`src/design/cnm_pkg.sv`:
```
// ----------------------------------------------------------------------------
// cnm_pkg
// Shared constants, types and the quarter-wave oscillator tables of the
// complex NCO mixer.
// ----------------------------------------------------------------------------
package cnm_pkg;

    localparam int PHASE_BITS      = 32;
    localparam int TABLE_ADDR_BITS = 10;
    localparam int SAMPLE_BITS     = 16;
    localparam int STEP_BITS       = 32;

    localparam int QTR_BITS     = TABLE_ADDR_BITS - 2;
    localparam int QTR_DEPTH    = 1 << QTR_BITS;
    localparam int AMP_BITS     = SAMPLE_BITS - 1;
    localparam int TAYLOR_TERMS = 8;

    localparam logic [63:0] HALF_PI_Q30 = 64'd1686629713;
    localparam logic [63:0] Q30_ONE     = 64'd1 << 30;
    localparam logic [63:0] AMP         = (64'd1 << AMP_BITS) - 64'd1;

    typedef logic signed [SAMPLE_BITS-1:0]     sample_t;
    typedef logic [TABLE_ADDR_BITS-1:0]        addr_t;
    typedef logic [STEP_BITS-1:0]              step_t;
    typedef logic [PHASE_BITS-1:0]             phase_t;
    typedef logic [AMP_BITS-1:0]               amp_t;
    typedef logic [QTR_DEPTH-1:0][AMP_BITS-1:0] rom_t;

    // quadrant codes (top two bits of the table address)
    localparam logic [1:0] QUAD_0 = 2'd0;
    localparam logic [1:0] QUAD_1 = 2'd1;
    localparam logic [1:0] QUAD_2 = 2'd2;
    localparam logic [1:0] QUAD_3 = 2'd3;

    typedef struct packed {
        logic mul_en;
        logic out_en;
    } rot_ctrl_t;

    // Unsigned long division by shift and subtract; only builds the tables.
    function automatic logic [63:0] div_u64(logic [63:0] num, logic [63:0] den);
        logic [63:0] quo;
        logic [64:0] rem;
        quo = '0;
        rem = '0;
        for (int i = 63; i >= 0; i--)
        begin
            rem = {rem[63:0], num[i]};
            if (rem >= {1'b0, den})
            begin
                rem    = rem - {1'b0, den};
                quo[i] = 1'b1;
            end
        end
        return quo;
    endfunction

    // Truncated Q2.30 Taylor series, clamped to [0, 1.0]; odd selects sine.
    function automatic logic [63:0] taylor_q30(logic [63:0] x, logic odd);
        logic [63:0]        x2;
        logic [63:0]        term;
        logic [63:0]        n;
        logic signed [65:0] sum;
        x2   = (x * x) >> 30;
        term = odd ? x : Q30_ONE;
        n    = odd ? 64'd1 : 64'd0;
        sum  = '0;
        for (int k = 0; k < TAYLOR_TERMS; k++)
        begin
            if ((k & 1) == 1)
                sum = sum - $signed({2'b00, term});
            else
                sum = sum + $signed({2'b00, term});
            term = div_u64((term * x2) >> 30, (n + 64'd1) * (n + 64'd2));
            n    = n + 64'd2;
        end
        if (sum < 0)
            sum = '0;
        if (sum > $signed({2'b00, Q30_ONE}))
            sum = $signed({2'b00, Q30_ONE});
        return sum[63:0];
    endfunction

    function automatic amp_t scale_amp(logic [63:0] q30);
        logic [63:0] v;
        v = (q30 * AMP + (64'd1 << 29)) >> 30;
        if (v > AMP)
            v = AMP;
        return v[AMP_BITS-1:0];
    endfunction

    function automatic rom_t build_rom(logic odd);
        rom_t        rom;
        logic [63:0] t;
        for (int r = 0; r < QTR_DEPTH; r++)
        begin
            t      = (64'(r) * HALF_PI_Q30) >> QTR_BITS;
            rom[r] = scale_amp(taylor_q30(t, odd));
        end
        return rom;
    endfunction

    localparam rom_t SIN_ROM = build_rom(1'b1);
    localparam rom_t COS_ROM = build_rom(1'b0);

endpackage

```
`src/design/cnm_nco.sv`:
```
// ----------------------------------------------------------------------------
// cnm_nco
// Phase step register and phase accumulator; gives the table address of the
// sample about to be taken.
// ----------------------------------------------------------------------------
module cnm_nco (
    input  logic           clk,
    input  logic           rst_n,
    input  logic           cfg_valid,
    input  cnm_pkg::step_t cfg_data,
    input  logic           load,
    input  logic           last,
    output cnm_pkg::addr_t phase_addr
);
    import cnm_pkg::*;

    step_t  step_reg;
    phase_t acc_reg;
    phase_t acc_next;
    phase_t step_ext;

    // sign-extend (or wrap) the 32-bit step to the accumulator width
    assign step_ext   = PHASE_BITS'($signed(step_reg));
    assign acc_next   = last ? '0 : acc_reg + step_ext;
    assign phase_addr = acc_reg[PHASE_BITS-1 -: TABLE_ADDR_BITS];

    always_ff @(posedge clk or negedge rst_n)
    begin
        if (!rst_n)
        begin
            step_reg <= '0;
            acc_reg  <= '0;
        end
        else
        begin
            if (cfg_valid)
                step_reg <= cfg_data;
            if (load)
                acc_reg <= acc_next;
        end
    end

    a_block_restart: assert property (@(posedge clk) disable iff (!rst_n)
        load && last |=> acc_reg == '0)
        else $error("phase not cleared after end of block");

    a_phase_advance: assert property (@(posedge clk) disable iff (!rst_n)
        load && !last && !cfg_valid |=> acc_reg == $past(acc_reg) + $past(step_ext))
        else $error("phase did not advance by step");

endmodule

```
`src/design/cnm_osc_rom.sv`:
```
// ----------------------------------------------------------------------------
// cnm_osc_rom
// Quarter-wave sine/cosine lookup with quadrant folding; registered output.
// ----------------------------------------------------------------------------
module cnm_osc_rom (
    input  logic             clk,
    input  logic             rst_n,
    input  logic             en,
    input  cnm_pkg::addr_t   addr,
    output cnm_pkg::sample_t osc_cos,
    output cnm_pkg::sample_t osc_sin
);
    import cnm_pkg::*;

    localparam sample_t SAMPLE_MIN = {1'b1, {(SAMPLE_BITS-1){1'b0}}};

    logic [QTR_BITS-1:0] r;
    logic [1:0]          quad;
    sample_t             cv;
    sample_t             sv;
    sample_t             cos_next;
    sample_t             sin_next;
    sample_t             cos_reg;
    sample_t             sin_reg;

    assign r    = addr[QTR_BITS-1:0];
    assign quad = addr[TABLE_ADDR_BITS-1 -: 2];
    assign cv   = sample_t'({1'b0, COS_ROM[r]});
    assign sv   = sample_t'({1'b0, SIN_ROM[r]});

    always_comb
    begin
        case (quad)
            QUAD_0:
            begin
                cos_next = cv;
                sin_next = sv;
            end
            QUAD_1:
            begin
                cos_next = -sv;
                sin_next = cv;
            end
            QUAD_2:
            begin
                cos_next = -cv;
                sin_next = -sv;
            end
            QUAD_3:
            begin
                cos_next = sv;
                sin_next = -cv;
            end
            default:
            begin
                cos_next = cv;
                sin_next = sv;
            end
        endcase
    end

    always_ff @(posedge clk)
    begin
        if (en)
        begin
            cos_reg <= cos_next;
            sin_reg <= sin_next;
        end
    end

    assign osc_cos = cos_reg;
    assign osc_sin = sin_reg;

    // table values never reach full-scale negative
    a_osc_range: assert property (@(posedge clk) disable iff (!rst_n)
        en |=> cos_reg != SAMPLE_MIN && sin_reg != SAMPLE_MIN)
        else $error("oscillator value out of range");

endmodule

```
`src/design/cnm_rotate.sv`:
```
// ----------------------------------------------------------------------------
// cnm_rotate
// Complex multiply by the oscillator: product stage, then sum, round half up
// and saturate into the output registers.
// ----------------------------------------------------------------------------
module cnm_rotate (
    input  logic               clk,
    input  cnm_pkg::rot_ctrl_t ctrl,
    input  cnm_pkg::sample_t   a,
    input  cnm_pkg::sample_t   b,
    input  cnm_pkg::sample_t   c,
    input  cnm_pkg::sample_t   s,
    output cnm_pkg::sample_t   mixed_i,
    output cnm_pkg::sample_t   mixed_q
);
    import cnm_pkg::*;

    localparam int PROD_BITS = 2 * SAMPLE_BITS;
    localparam int SUM_BITS  = PROD_BITS + 1;
    localparam logic signed [SUM_BITS-1:0] SUM_HI  = (SUM_BITS'(1) <<< (SAMPLE_BITS-1)) - 1;
    localparam logic signed [SUM_BITS-1:0] SUM_LO  = -(SUM_BITS'(1) <<< (SAMPLE_BITS-1));
    localparam logic signed [SUM_BITS-1:0] HALF_LSB = SUM_BITS'(1) <<< (SAMPLE_BITS-2);

    logic signed [PROD_BITS-1:0] ac_reg;
    logic signed [PROD_BITS-1:0] bs_reg;
    logic signed [PROD_BITS-1:0] as_reg;
    logic signed [PROD_BITS-1:0] bc_reg;
    logic signed [SUM_BITS-1:0]  sum_i;
    logic signed [SUM_BITS-1:0]  sum_q;
    sample_t                     mixed_i_reg;
    sample_t                     mixed_q_reg;

    function automatic sample_t round_sat(logic signed [SUM_BITS-1:0] v);
        logic signed [SUM_BITS-1:0] q;
        q = (v + HALF_LSB) >>> (SAMPLE_BITS-1);
        if (q > SUM_HI)
            q = SUM_HI;
        else if (q < SUM_LO)
            q = SUM_LO;
        return q[SAMPLE_BITS-1:0];
    endfunction

    always_ff @(posedge clk)
    begin
        if (ctrl.mul_en)
        begin
            ac_reg <= PROD_BITS'(a * c);
            bs_reg <= PROD_BITS'(b * s);
            as_reg <= PROD_BITS'(a * s);
            bc_reg <= PROD_BITS'(b * c);
        end
    end

    assign sum_i = SUM_BITS'(ac_reg) - SUM_BITS'(bs_reg);
    assign sum_q = SUM_BITS'(as_reg) + SUM_BITS'(bc_reg);

    always_ff @(posedge clk)
    begin
        if (ctrl.out_en)
        begin
            mixed_i_reg <= round_sat(sum_i);
            mixed_q_reg <= round_sat(sum_q);
        end
    end

    assign mixed_i = mixed_i_reg;
    assign mixed_q = mixed_q_reg;

endmodule

```
`src/design/complex_nco_mixer_core.sv`:
```
// ----------------------------------------------------------------------------
// complex_nco_mixer_core
// NCO and complex mixer: rotates each I/Q sample by cos + j*sin of a phase
// accumulator, result rounded and saturated to Q1.15.
// ----------------------------------------------------------------------------
// Usage:
//   cfg_valid/cfg_data write the signed 32-bit phase step; cfg_ready is
//   always high. Write it only while the block is empty.
//   Input transfer: in_valid high and in_stall low at a rising edge.
//   Output transfer: out_valid high and out_stall low at a rising edge.
//   Pipeline: input register, oscillator table register, product register,
//   output register. One sample per clock is sustained while out_stall is
//   low. Each stage has its own valid bit, so bubbles collapse while the
//   output is stalled and the input is only stalled once all four
//   stages are full.
//   The phase advances by the step on each accepted sample and returns to
//   zero after a sample with last_in_block set.
//   Reset clears the phase, the step and all valid bits.
// ----------------------------------------------------------------------------
module complex_nco_mixer_core (
    input  logic             clk,
    input  logic             rst_n,
    input  logic             cfg_valid,
    output logic             cfg_ready,
    input  cnm_pkg::step_t   cfg_data,
    input  logic             in_valid,
    output logic             in_stall,
    input  cnm_pkg::sample_t sample_i,
    input  cnm_pkg::sample_t sample_q,
    input  logic             last_in_block,
    output logic             out_valid,
    input  logic             out_stall,
    output cnm_pkg::sample_t mixed_i,
    output cnm_pkg::sample_t mixed_q,
    output logic             last_out
);
    import cnm_pkg::*;

    logic      v0_reg, v1_reg, v2_reg, v3_reg;
    logic      rdy0, rdy1, rdy2, rdy3;
    logic      accept;
    addr_t     phase_addr;
    rot_ctrl_t rot_ctrl;
    sample_t   osc_cos, osc_sin;

    sample_t   s0_i_reg, s0_q_reg;
    logic      s0_last_reg;
    addr_t     s0_addr_reg;
    sample_t   s1_i_reg, s1_q_reg;
    logic      s1_last_reg, s2_last_reg, s3_last_reg;

    assign rdy3   = !v3_reg || !out_stall;
    assign rdy2   = !v2_reg || rdy3;
    assign rdy1   = !v1_reg || rdy2;
    assign rdy0   = !v0_reg || rdy1;
    assign accept = in_valid && rdy0;

    assign in_stall  = !rdy0;
    assign cfg_ready = 1'b1;

    always_ff @(posedge clk or negedge rst_n)
    begin
        if (!rst_n)
        begin
            v0_reg <= 1'b0;
            v1_reg <= 1'b0;
            v2_reg <= 1'b0;
            v3_reg <= 1'b0;
        end
        else
        begin
            if (rdy0)
                v0_reg <= in_valid;
            if (rdy1)
                v1_reg <= v0_reg;
            if (rdy2)
                v2_reg <= v1_reg;
            if (rdy3)
                v3_reg <= v2_reg;
        end
    end

    always_ff @(posedge clk)
    begin
        if (accept)
        begin
            s0_i_reg    <= sample_i;
            s0_q_reg    <= sample_q;
            s0_last_reg <= last_in_block;
            s0_addr_reg <= phase_addr;
        end
        if (rdy1)
        begin
            s1_i_reg    <= s0_i_reg;
            s1_q_reg    <= s0_q_reg;
            s1_last_reg <= s0_last_reg;
        end
        if (rdy2)
            s2_last_reg <= s1_last_reg;
        if (rdy3)
            s3_last_reg <= s2_last_reg;
    end

    cnm_nco u_nco (
        .clk        (clk),
        .rst_n      (rst_n),
        .cfg_valid  (cfg_valid),
        .cfg_data   (cfg_data),
        .load       (accept),
        .last       (last_in_block),
        .phase_addr (phase_addr)
    );

    // table register only loads a valid address
    cnm_osc_rom u_osc (
        .clk     (clk),
        .rst_n   (rst_n),
        .en      (rdy1 && v0_reg),
        .addr    (s0_addr_reg),
        .osc_cos (osc_cos),
        .osc_sin (osc_sin)
    );

    assign rot_ctrl.mul_en = rdy2;
    assign rot_ctrl.out_en = rdy3;

    cnm_rotate u_rot (
        .clk     (clk),
        .ctrl    (rot_ctrl),
        .a       (s1_i_reg),
        .b       (s1_q_reg),
        .c       (osc_cos),
        .s       (osc_sin),
        .mixed_i (mixed_i),
        .mixed_q (mixed_q)
    );

    assign out_valid = v3_reg;
    assign last_out  = s3_last_reg;

    a_stall_only_full: assert property (@(posedge clk) disable iff (!rst_n)
        in_stall |-> v0_reg && v1_reg && v2_reg && v3_reg)
        else $error("input stalled with a free pipeline stage");

    a_drain: assert property (@(posedge clk) disable iff (!rst_n)
        v3_reg && !out_stall && !v2_reg |=> !out_valid)
        else $error("result repeated after transfer");

endmodule
```
`config.mk`:
```
export PLATFORM = sky130hd
export DESIGN_NAME = complex_nco_mixer_core
export DESIGN_NICKNAME = d
export VERILOG_FILES = /design/src/design/cnm_pkg.sv /design/src/design/cnm_nco.sv /design/src/design/cnm_osc_rom.sv /design/src/design/cnm_rotate.sv /design/src/design/complex_nco_mixer_core.sv
export SDC_FILE = /design/constraint.sdc
export NUM_CORES = 2
export LEC_CHECK = 0
export BUFFER_PORTS_ARGS = -buffer_cell sky130_fd_sc_hd__buf_2
export CAP_MARGIN = 20
export CELL_PAD_IN_SITES_DETAIL_PLACEMENT = 2
export CELL_PAD_IN_SITES_GLOBAL_PLACEMENT = 2
export CORE_MARGIN = 5
export CORE_UTILIZATION = 46
export DETAILED_ROUTE_END_ITERATION = 7
export GPL_ROUTABILITY_DRIVEN = 0
export GPL_TIMING_DRIVEN = 1
export PLACE_DENSITY_LB_ADDON = 0.1
export SLEW_MARGIN = 0
export SYNTH_ARGS = -nofsm -noshare
export SYNTH_HDL_FRONTEND = slang
export SYNTH_SLANG_ARGS = --single-unit
```
`constraint.sdc`:
```
create_clock -name clk -period 12.55 [get_ports clk]
set_input_delay 1.255 -clock clk [delete_from_list [all_inputs] [get_ports clk]]
set_output_delay 1.255 -clock clk [all_outputs]
set_load 0.1 [all_outputs]
```
==> run_results.csv <==
group,metric,value,unit
placement,placed_cell_area,65700,µm²
route,vias_per_cell,6.17,
placement,portBuffers,104,
clock_tree,clk_pin_slew,0.07,ns
synth,yosys.area.top_type,"fa_1",
die,core,137000,µm²
clock_tree,insertion_delay,0.71,ns
synth,synth_flop_cell,"edfxtp_1",
die,die_h,381,µm
sta,hold_viol,0,
route,route.detailed.drc,0,
critical_path,cp_common_cell,"fa_1",
synth,synth_common_cells,"1230 x inv_1, 1049 x fa_1, 699 x nand2_1, 520 x and2_1, 507 x ha_1",
critical_path,crit_path_cell_trace,"clkinv_1 > nor2_1 > fa_1 > fa_1 > fa_1 > fa_1 > fa_1 > inv_1 > fa_1 > inv_1 > ha_1 > nand3_1 > nor3_1 > o211ai_1 > a21boi_0 > o2111ai_1 > a21boi_0 > o31ai_1 > o311ai_0",
synth,synth.top_cell.area_share,33.1,%
clock_tree,tritoncts_num_sinks,368,
die,ioPinCount,106,
synth,synthXorXnorAreaFrac,2.79,%
clock_tree,cts-buffers-inserted,51,
synth,ys_async_sr_fraction,18.5,%
finish,drive_above_1_share,6.18,%
critical_path,crit_arrival,8.62,ns
min_path,min_from,"s1_last_reg",
sta,fin_tns_setup,0,ns
synth,seq_area_frac_synth,16.4,%
synth,ys_top_cells_by_area,"fa_1 33%, edfxtp_1 13%, ha_1 10%",
synth,synth-compound-area-share,12.0,%
critical_path,critPathMaxFanout,15,
sta,finalCritPeriodShare,65.3,%
global_routing,grt_pass1_vias,63094,
synth,synth_mux_area_share,1.69,%
critical_path,timing.rr.start,"u_osc.osc_sin[15]",
critical_path,slowest_stage,"clkinv_1",
route,num_vias,53073,
clock_tree,hold_buffers,0,
global_routing,antenna_found_initial,10,
route,antenna_left,0,
clock_tree,cts-resized-gates,0,
critical_path,worstSetupStartpoint,"u_osc.osc_sin[15]",
synth,synth_top_family_by_area,"adder cells",
clock_tree,cts_setup_buffers,0,
critical_path,setup.worst_path.start_class,"register",
synth,yosysWarnings,0,
min_path,hold_class,"register to register",
finish,multi_input_area,47000,µm²
sta,fmaxAchievable,122,MHz
finish,regArea,10400,µm²
sta,tightestPinTransition,1.26,ns
route,drtPass1Iterations,6,
synth,synthDistinctLibCells,85,
job,maxCapViolations,0,
finish,n_fill_cell,14577,
clock_tree,cts_buffer_depth,3,
route,routed_wl,261000,µm
critical_path,cp_data_required_time,12.97,ns
die,std_cell_rows,136,
sta,finClkSkew,0.0690,ns
finish,syn2layout_area_growth,6.47,%
status,status,"complete, no violations",
synth,synth_edf_count,270,
clock_tree,cts-root-buf,"clkbuf_16",
sta,slew_viol_final,0,
sta,setup_violations,0,
synth,yosysMostFrequentCell,"inv_1",
critical_path,worst_setup_path_end_kind,"register",
synth,synth.cell_area,63400,µm²
synth,synth_area_per_cell,9.24,µm²
sta,rsz0062_at_grt,"no",
synth,syn_inst,6859,
finish,stdcell_area,67500,µm²
critical_path,slowest_delay,0.74,ns
die,die_x,381,µm
route,post_drt_wl_per_cell,30.4,µm
finish,fin_nets,8381,
synth,synthAdderAreaFrac,43.1,%
global_routing,grt_use_total,35.8,%
placement,dp.cells,8491,
clock_tree,htree_levels,2,
global_routing,grt_max_degree,122,
sta,period_minus_slack,8.20,ns
finish,instances_no_fill,8600,
die,dieArea,145000,µm²
global_routing,grt_overflow,0,
synth,ys_ff_latch,368,
finish,utilization,49.2,%
sta,max-slew-margin-rel,15.4,%
clock_tree,cts_tree,"done",
critical_path,crit_type,"register to register",
placement,hpwlAfterDp,186000,µm
synth,synthSimpleGateAreaFrac,14.3,%
synth,synth_fp_nets,8485,
route,drt_iter0_markers,4338,
die,start_util,46.2,%
global_routing,grt_pass1_wl,395000,µm
[cells in the final DEF (no fill, tap or decap), types with 99 or more instances in the layout]
cell type	instances
edfxtp_1	270
ha_1	505
a21oi_1	308
buf_2	104
and2_1	520
xnor2_1	158
nor2_1	302
buf_4	117
o21ai_0	251
a21o_1	99
nand2_1	697
fa_1	1049
inv_1	1229
[routing by layer]
| metal | GRT usage (%) | wire length [µm] | up-vias |
|---|---|---|---|
| li1 | - | - | 21903 |
| met1 | 42.2 | 97500 | 27939 |
| met5 | 0 | 30 | - |
| met3 | 4.93 | 15500 | 899 |
| met4 | 21.7 | 18800 | 4 |
| met2 | 62.1 | 129000 | 2328 |
[cells by family (layout without fill, tap and decap cells)]
kind of cell             Yosys count  count (layout)
AND/OR/NAND/NOR                 1870            1870
buffers and inverters           1620            1558
adder cells (fa/ha/maj)         1556            1556
AO/OA/AOI/OAI                   1162            1162
flip-flops                       368             368
XOR/XNOR                         202             202
multiplexers                      80              80
other                              1              10
[path summary, 6_finish.rpt]
kind                                 endpoint  slack [ns]  cells after the start
hold reg to reg                   s2_last_reg        0.41                      0
setup reg to reg             u_rot.bs_reg[28]        4.35                     19
min in group asynchronous   u_nco.acc_reg[11]        0.77                      2
max in group asynchronous  u_nco.step_ext[28]       11.17                      2
hold / removal                    s2_last_reg        0.41                      0
setup / recovery             u_rot.bs_reg[28]        4.35                     19
[critical path, delay by kind of cell, from the launching register on]
kind                     cells  cell delay [ns]
AO/OA/AOI/OAI                6             2.29
AND/OR/NAND/NOR              3             0.76
flip-flops                   1             0.65
buffers and inverters        3             0.84
adder cells (fa/ha/maj)      7             3.38
[cell type report]
class,instances,area share [%]
Clock inverter,38,0.562
Timing Repair Buffer,229,2.23
Antenna cell,9,0.0334
Sequential cell,368,15.4
Tap cell,1794,3.33
Inverter,1234,6.87
Multi-Input combinational cell,4871,69.6
Clock buffer,57,1.94
[per-stage QoR]
stage | setup WS, ns | hold WS (ns)
CTS | 4.45 | 0.408
global route | 4.02 | 0.413
detailed placement | 4.60 | 0.407
global placement | 5.15 | 0.401
finish | 4.35 | 0.407
floorplan | 6.41 | 0.400
Power is left out: the tool's default activity adds up to more than one toggle a clock period on the data nets, which glitch-free logic cannot reach.
